File: src/hdl/sit_pkg.sv
`default_nettype none
// ----------------------------------------------------------------------------
// sit_pkg
// Shared types and constants of the string intern table: status codes,
// sequencer states and the control and result bundles between the modules.
// ----------------------------------------------------------------------------
package sit_pkg;

  localparam int HASH_IN_W = 32;
  localparam int LEN_W     = 16;
  localparam int NEED_W    = 17;
  localparam int ADDR_W    = 16;
  localparam int GROUP     = 16;

  localparam logic [NEED_W-1:0] BLOCK_BYTES_RESET = 17'd4096;

  typedef enum logic [2:0] {
    ST_NEW       = 3'd0,
    ST_FOUND     = 3'd1,
    ST_FULL      = 3'd2,
    ST_TOO_LONG  = 3'd3,
    ST_EXHAUSTED = 3'd4
  } status_t;

  typedef enum logic [2:0] {
    S_IDLE,
    S_CMP,
    S_RED,
    S_DEC,
    S_OUT
  } state_t;

  // one pulse per phase of an item (commit only for a new string), shared by chain and allocator
  typedef struct packed {
    logic capture;
    logic reduce;
    logic commit;
  } step_ctl_t;

  typedef struct packed {
    logic              hit;
    logic [ADDR_W-1:0] addr;
  } lookup_t;

  typedef struct packed {
    logic              too_long;
    logic              exhausted;
    logic [ADDR_W-1:0] addr;
  } alloc_t;

endpackage : sit_pkg
`default_nettype wire

File: src/hdl/sit_alloc.sv
`default_nettype none
// ----------------------------------------------------------------------------
// sit_alloc
// Bump allocator over fixed-size arena blocks. Works out, in two registered
// steps, where a new string would go and whether it fits; commits on insert.
// ----------------------------------------------------------------------------
module sit_alloc
  import sit_pkg::*;
#(
  parameter int ARENA_BYTES = 65536
) (
  input  wire logic              clk,
  input  wire logic              rst,
  input  wire step_ctl_t         ctl,
  input  wire logic [NEED_W-1:0] need,
  input  wire logic [NEED_W-1:0] block_size,
  output alloc_t                 res
);

  localparam int ARENA_W = $clog2(ARENA_BYTES + 1);
  localparam int SW      = ((ARENA_W > NEED_W) ? ARENA_W : NEED_W) + 2;
  localparam logic [SW-1:0] ARENA_LIMIT = SW'(ARENA_BYTES);

  logic [SW-1:0] base;
  logic [SW-1:0] fill;

  // first step
  logic [SW-1:0] bb_w;
  logic [SW-1:0] need_w;
  logic [SW-1:0] room_span;
  logic          roll_c;
  logic          roll;
  logic [SW-1:0] base1;
  logic [SW-1:0] fill1;
  logic          too_long;

  // second step
  logic          exhausted;
  logic [SW-1:0] addr1;
  logic [SW-1:0] fill2;

  assign bb_w      = SW'(block_size);
  assign need_w    = SW'(need);
  assign room_span = (bb_w > fill) ? bb_w : fill;
  assign roll_c    = (fill > bb_w) || ((bb_w - fill) < need_w);

  always_ff @(posedge clk) begin
    if (ctl.capture) begin
      too_long <= need > block_size;
      roll     <= roll_c;
      // a fresh block starts past whatever the old one really used
      base1    <= roll_c ? (base + room_span) : base;
      fill1    <= roll_c ? '0 : fill;
    end
    if (ctl.reduce) begin
      exhausted <= (roll && ((base1 + bb_w) > ARENA_LIMIT)) ||
                   ((base1 + fill1 + need_w) > ARENA_LIMIT);
      addr1     <= base1 + fill1;
      fill2     <= fill1 + need_w;
    end
  end

  always_ff @(posedge clk) begin
    if (rst) begin
      base <= '0;
      fill <= '0;
    end else if (ctl.commit) begin
      base <= base1;
      fill <= fill2;
    end
  end

  assign res.too_long  = too_long;
  assign res.exhausted = exhausted;
  assign res.addr      = addr1[ADDR_W-1:0];

`ifndef SYNTHESIS
  ast_in_arena: assert property (@(posedge clk) disable iff (rst)
    (base + fill) <= ARENA_LIMIT)
    else $error("allocation pointer past arena end");
  ast_commit_fits: assert property (@(posedge clk) disable iff (rst)
    ctl.commit |-> !too_long && !exhausted)
    else $error("commit of a string that does not fit");
  ast_base_grows: assert property (@(posedge clk) disable iff (rst)
    ctl.commit |=> base >= $past(base))
    else $error("block base moved backward");
`endif

endmodule : sit_alloc
`default_nettype wire

File: config.mk
export PLATFORM = sky130hd
export DESIGN_NAME = sit_alloc
export DESIGN_NICKNAME = d
export VERILOG_FILES = /design/src/hdl/sit_pkg.sv /design/src/hdl/sit_alloc.sv
export SDC_FILE = /design/constraint.sdc
export NUM_CORES = 1
export LEC_CHECK = 0
export BUFFER_PORTS_ARGS = -buffer_cell sky130_fd_sc_hd__buf_4
export CAP_MARGIN = 20
export CORE_UTILIZATION = 45
export DETAILED_ROUTE_END_ITERATION = 6
export SLEW_MARGIN = 20
export SYNTH_ARGS = -nofsm -noshare
export SYNTH_HDL_FRONTEND = slang
export SYNTH_SLANG_ARGS = --single-unit
export TNS_END_PERCENT = 5
File: constraint.sdc
create_clock -name clk -period 13.3 [get_ports clk]
set_input_delay 1.33 -clock clk [delete_from_list [all_inputs] [get_ports clk]]
set_output_delay 1.33 -clock clk [all_outputs]
set_load 0.05 [all_outputs]
==> results by group <==
Run status
  • Status: finished, final reports clean

Worst setup path
  • Reg2Reg Launch Point: fill[1]
  • Critical path launch point type: input pin
  • Reg2Reg Depth: 21
  • CP endpoint: base1[17]
  • RR Endpoint: base1[17]
  • Critical path arrival: 6.22 ns
  • Critical path required time: between 10 and 15 ns
  • Beginning of the critical path: block_size[1]
  • Crit Path Category: in2reg
  • R2R setup slack: 7.79 ns
  • Crit. End Element: register
  • Crit Path Max Fanout: 17

Placement
  • Input/output buffers: 56
  • Post-DP Area: approximately 0.011 mm^2
  • Dpl cells: ~1400
  • DP HPWL: between 20000 and 25000 um
  • Placer Congestion: 0.925

Detailed routing
  • Vias: 8060
  • ANT nets after route: 0
  • Drt total wl: 26200 um
  • Residual DRC: 0
  • Drt via density: 5.66
  • DRT iter0 DRCs: 538
  • DRT Pass-1 Iters: 5
  • Wire length per cell: 18.4 um

Logic synthesis
  • Cell count after synthesis: 1073
  • Seq cells post-synth: 114
  • Post-synthesis sequential area ratio: 0.305
  • Syn avg cell area: roughly 9.3 um^2
  • Synthesized cell area: 0.00996 mm^2
  • Post-synth EDFFs: 76
  • Dominant cell type by area after synthesis: edfxtp_1
  • Cell variety after synth: just over 80
  • Yosys top cell area share: 0.229
  • Ys flop type: edfxtp_1
  • YS warnings: 0
  • Synth area leaders: edfxtp_1 (23%), ha_1 (17%), dfxtp_1 (7.6%)
  • Asr flop ratio synth: 0

Timing
  • Slew @ Worst Pin: approximately 0.87 ns
  • Fin. max-slew vios: 0
  • Min cycle time layout: a little over 6 ns
  • RSZ-0062 raised after global routing: no
  • Final hold vios: 0
  • Setup_tns: 0 ns
  • Setup Skew: 0.0122 ns
  • Achievable Freq: 0.165 GHz
  • Final setup fails: 0
  • Period utilization: 0.455
  • Worst slew margin: 0.413

Die
  • Die W: between 150 and 200 um
  • DIE HEIGHT: around 150 um
  • I/O pin total: 57
  • Num rows: 54
  • Initial Utilization: 0.458
  • Die area: 0.0227 mm^2
  • CORE AREA: between 0.02 and 0.025 mm^2

Pwr
  • Switching Share: 0.399
  • Total power draw: 1.84 mW
  • Internal power: 1.11 mW
  • Leak Pwr: approximately 5.1 nW
  • Clock power share: 0.258
  • Flop pwr share: 0.272
  • VDD IR max: 0.0815 mV
  • Pwr per Cell Area: between 150 and 200 mW/mm^2
  • Psw: around 0.74 mW
  • Comb pwr share: 0.470

CTS
  • CTS buffer count: 17
  • Postcts setup bufs: 0
  • Post-CTS sizing: 0
  • Skew-Pair Late Insertion Delay: between 0.4 and 0.5 ns
  • Clock Sinks: ~110
  • Worst-path clk slew: 0.06 ns
  • CTS H-tree lvls: 4
  • Number of buffers inserted by hold repair at cts: 0
  • CTS tree: done
  • Clock buffer depth: 2
  • Clock root cell: clkbuf_16

Global route
  • Initial antenna violation count: 0
  • Tot GR Track Use: 0.244
  • First-pass GRT wire length: roughly 42000 um
  • Vias in the first global route: 7904
  • Grt total ovfl: 0
  • Largest net degree at the start of global routing: 41

Layout
  • # diodes: 0
  • Final instance area: ~0.011 mm^2
  • Final cell count without fillers: about 1400
  • Layout area overhead: 12.8%
  • Layout cells sized above 1: 0.114
  • Net count reported at finish: about 1300

Worst hold path
  • Hold Crit Start: fill2[10]
  • Hold/Removal Path Class: reg2reg

Job
  • Max-Cap Viols: 0
## per-stage QoR
step                utilization  hold slack [ns]  setup slack, ns
finish                    0.517            0.482             7.25
global route              0.517            0.504             6.84
CTS                       0.517            0.485             7.23
floorplan                     -            0.457             7.82
detailed placement        0.489            0.475             6.80
global placement          0.489            0.462             6.92
## cell usage in the layout (no fill, tap or decap), types with 5 or more instances in the layout
master,instances
buf_4,57
xnor2_1,51
nor3_1,25
o21a_1,10
or2_2,9
a21boi_0,6
a31oi_1,9
dfxtp_1,38
nor4_1,5
nand4_1,13
or3_1,9
nand2_1,41
o21ai_0,49
mux2_2,19
nand2b_1,16
and2_1,19
fa_1,6
a21oi_1,81
o31ai_1,5
nor2_1,92
o211ai_1,6
inv_1,96
a211oi_1,10
ha_1,137
xor2_1,20
nand3_1,18
mux2i_1,56
o21bai_1,7
edfxtp_1,76
clkbuf_16,17
a2111oi_0,5
a21o_1,35
nor2b_1,11
## power by group through the flow
stage          clock network (mW)  logic [mW]  registers (mW)
2_1_floorplan                   0       0.616           0.535
3_3_place_gp                    0       0.855           0.504
3_5_place_dp                    0       0.859           0.505
4_1_cts                     0.482       0.866           0.499
5_1_grt                     0.496       0.967           0.506
6_report                    0.477       0.867           0.501
## per-layer routing
layer / vias up / GRT usage / share of wire
li1: 4084 / - / -
met1: 3764 / 0.335 / 0.49
met2: 170 / 0.384 / 0.44
met3: 42 / 0.0401 / 0.041
met4: 0 / 0.0890 / 0.027
met5: - / 0 / 0
## cell type report
class,count,area (um^2)
repair buffers,57,428
clock inverters,12,159
flip-flops and latches,114,3040
fillers,2074,10500
well taps,280,350
inverters,96,360
multi-input cells,845,6470
clock buffers,20,437
## Yosys cell counts, drive strengths merged (3+ instances only)
cell	n
o2111ai	4
dfxtp	38
ha	137
inv	96
o21a	10
o211ai	7
buf	7
nand3	18
nor2	92
nor4	6
nand2	41
and2	20
o311ai	5
and4	4
o21ai	54
mux2i	56
nand4	13
fa	6
clkbuf	12
a2111oi	5
nand2b	16
a31oi	9
edfxtp	76
a21o	35
a21boi	7
mux2	19
or3	9
xnor2	51
and3	4
a21oi	82
or4	3
o31ai	5
or2	9
a211o	4
o21bai	7
nor3	26
nand3b	3
xor2	20
a211oi	12
nor2b	11
## cells by family after synthesis
group,Yosys count,synth area share
simple gates,280,0.142
compound gates,274,0.182
flops,114,0.305
buf+inv,115,0.0460
other cells,1,0.000376
xor+xnor,71,0.0624
mux,75,0.0777
fa+ha+maj,143,0.184
## worst max-delay path: stages
cell	delay [ns]
buf_4	0.13
ha_1	0.29
nor2b_1	0.14
o21ai_1	0.10
a21boi_2	0.21
o31ai_1	0.11
and2_4	0.16
o311ai_2	0.33
nand2_1	0.15
or2_2	0.56
mux2i_1	0.19
ha_1	0.37
a2111oi_0	0.50
inv_1	0.09
a31oi_1	0.32
o21bai_1	0.13
a21oi_1	0.28
o21ai_0	0.25
nand4_1	0.15
o311ai_0	0.12
mux2_2	0.29
## registers in the layout (all words and copies together), names as in the netlist
| name | count |
|---|---|
| fill | 19 |
| exhausted | 1 |
| addr1 | 16 |
| fill1 | 19 |
| fill2 | 19 |
| base1 | 19 |
| roll | 1 |
| base | 19 |
| too_long | 1 |
## how the worst min path moves through the flow
stage          depth (start not counted)       end  slack (ns)
6_report                               2  fill[10]        0.48
2_1_floorplan                          2  fill[18]        0.46
3_3_place_gp                           2   fill[7]        0.46
3_5_place_dp                           2   fill[7]        0.47
4_1_cts                                2   fill[7]        0.48
5_1_grt                                2   fill[7]        0.50
Power figures use the tool's default switching activity.
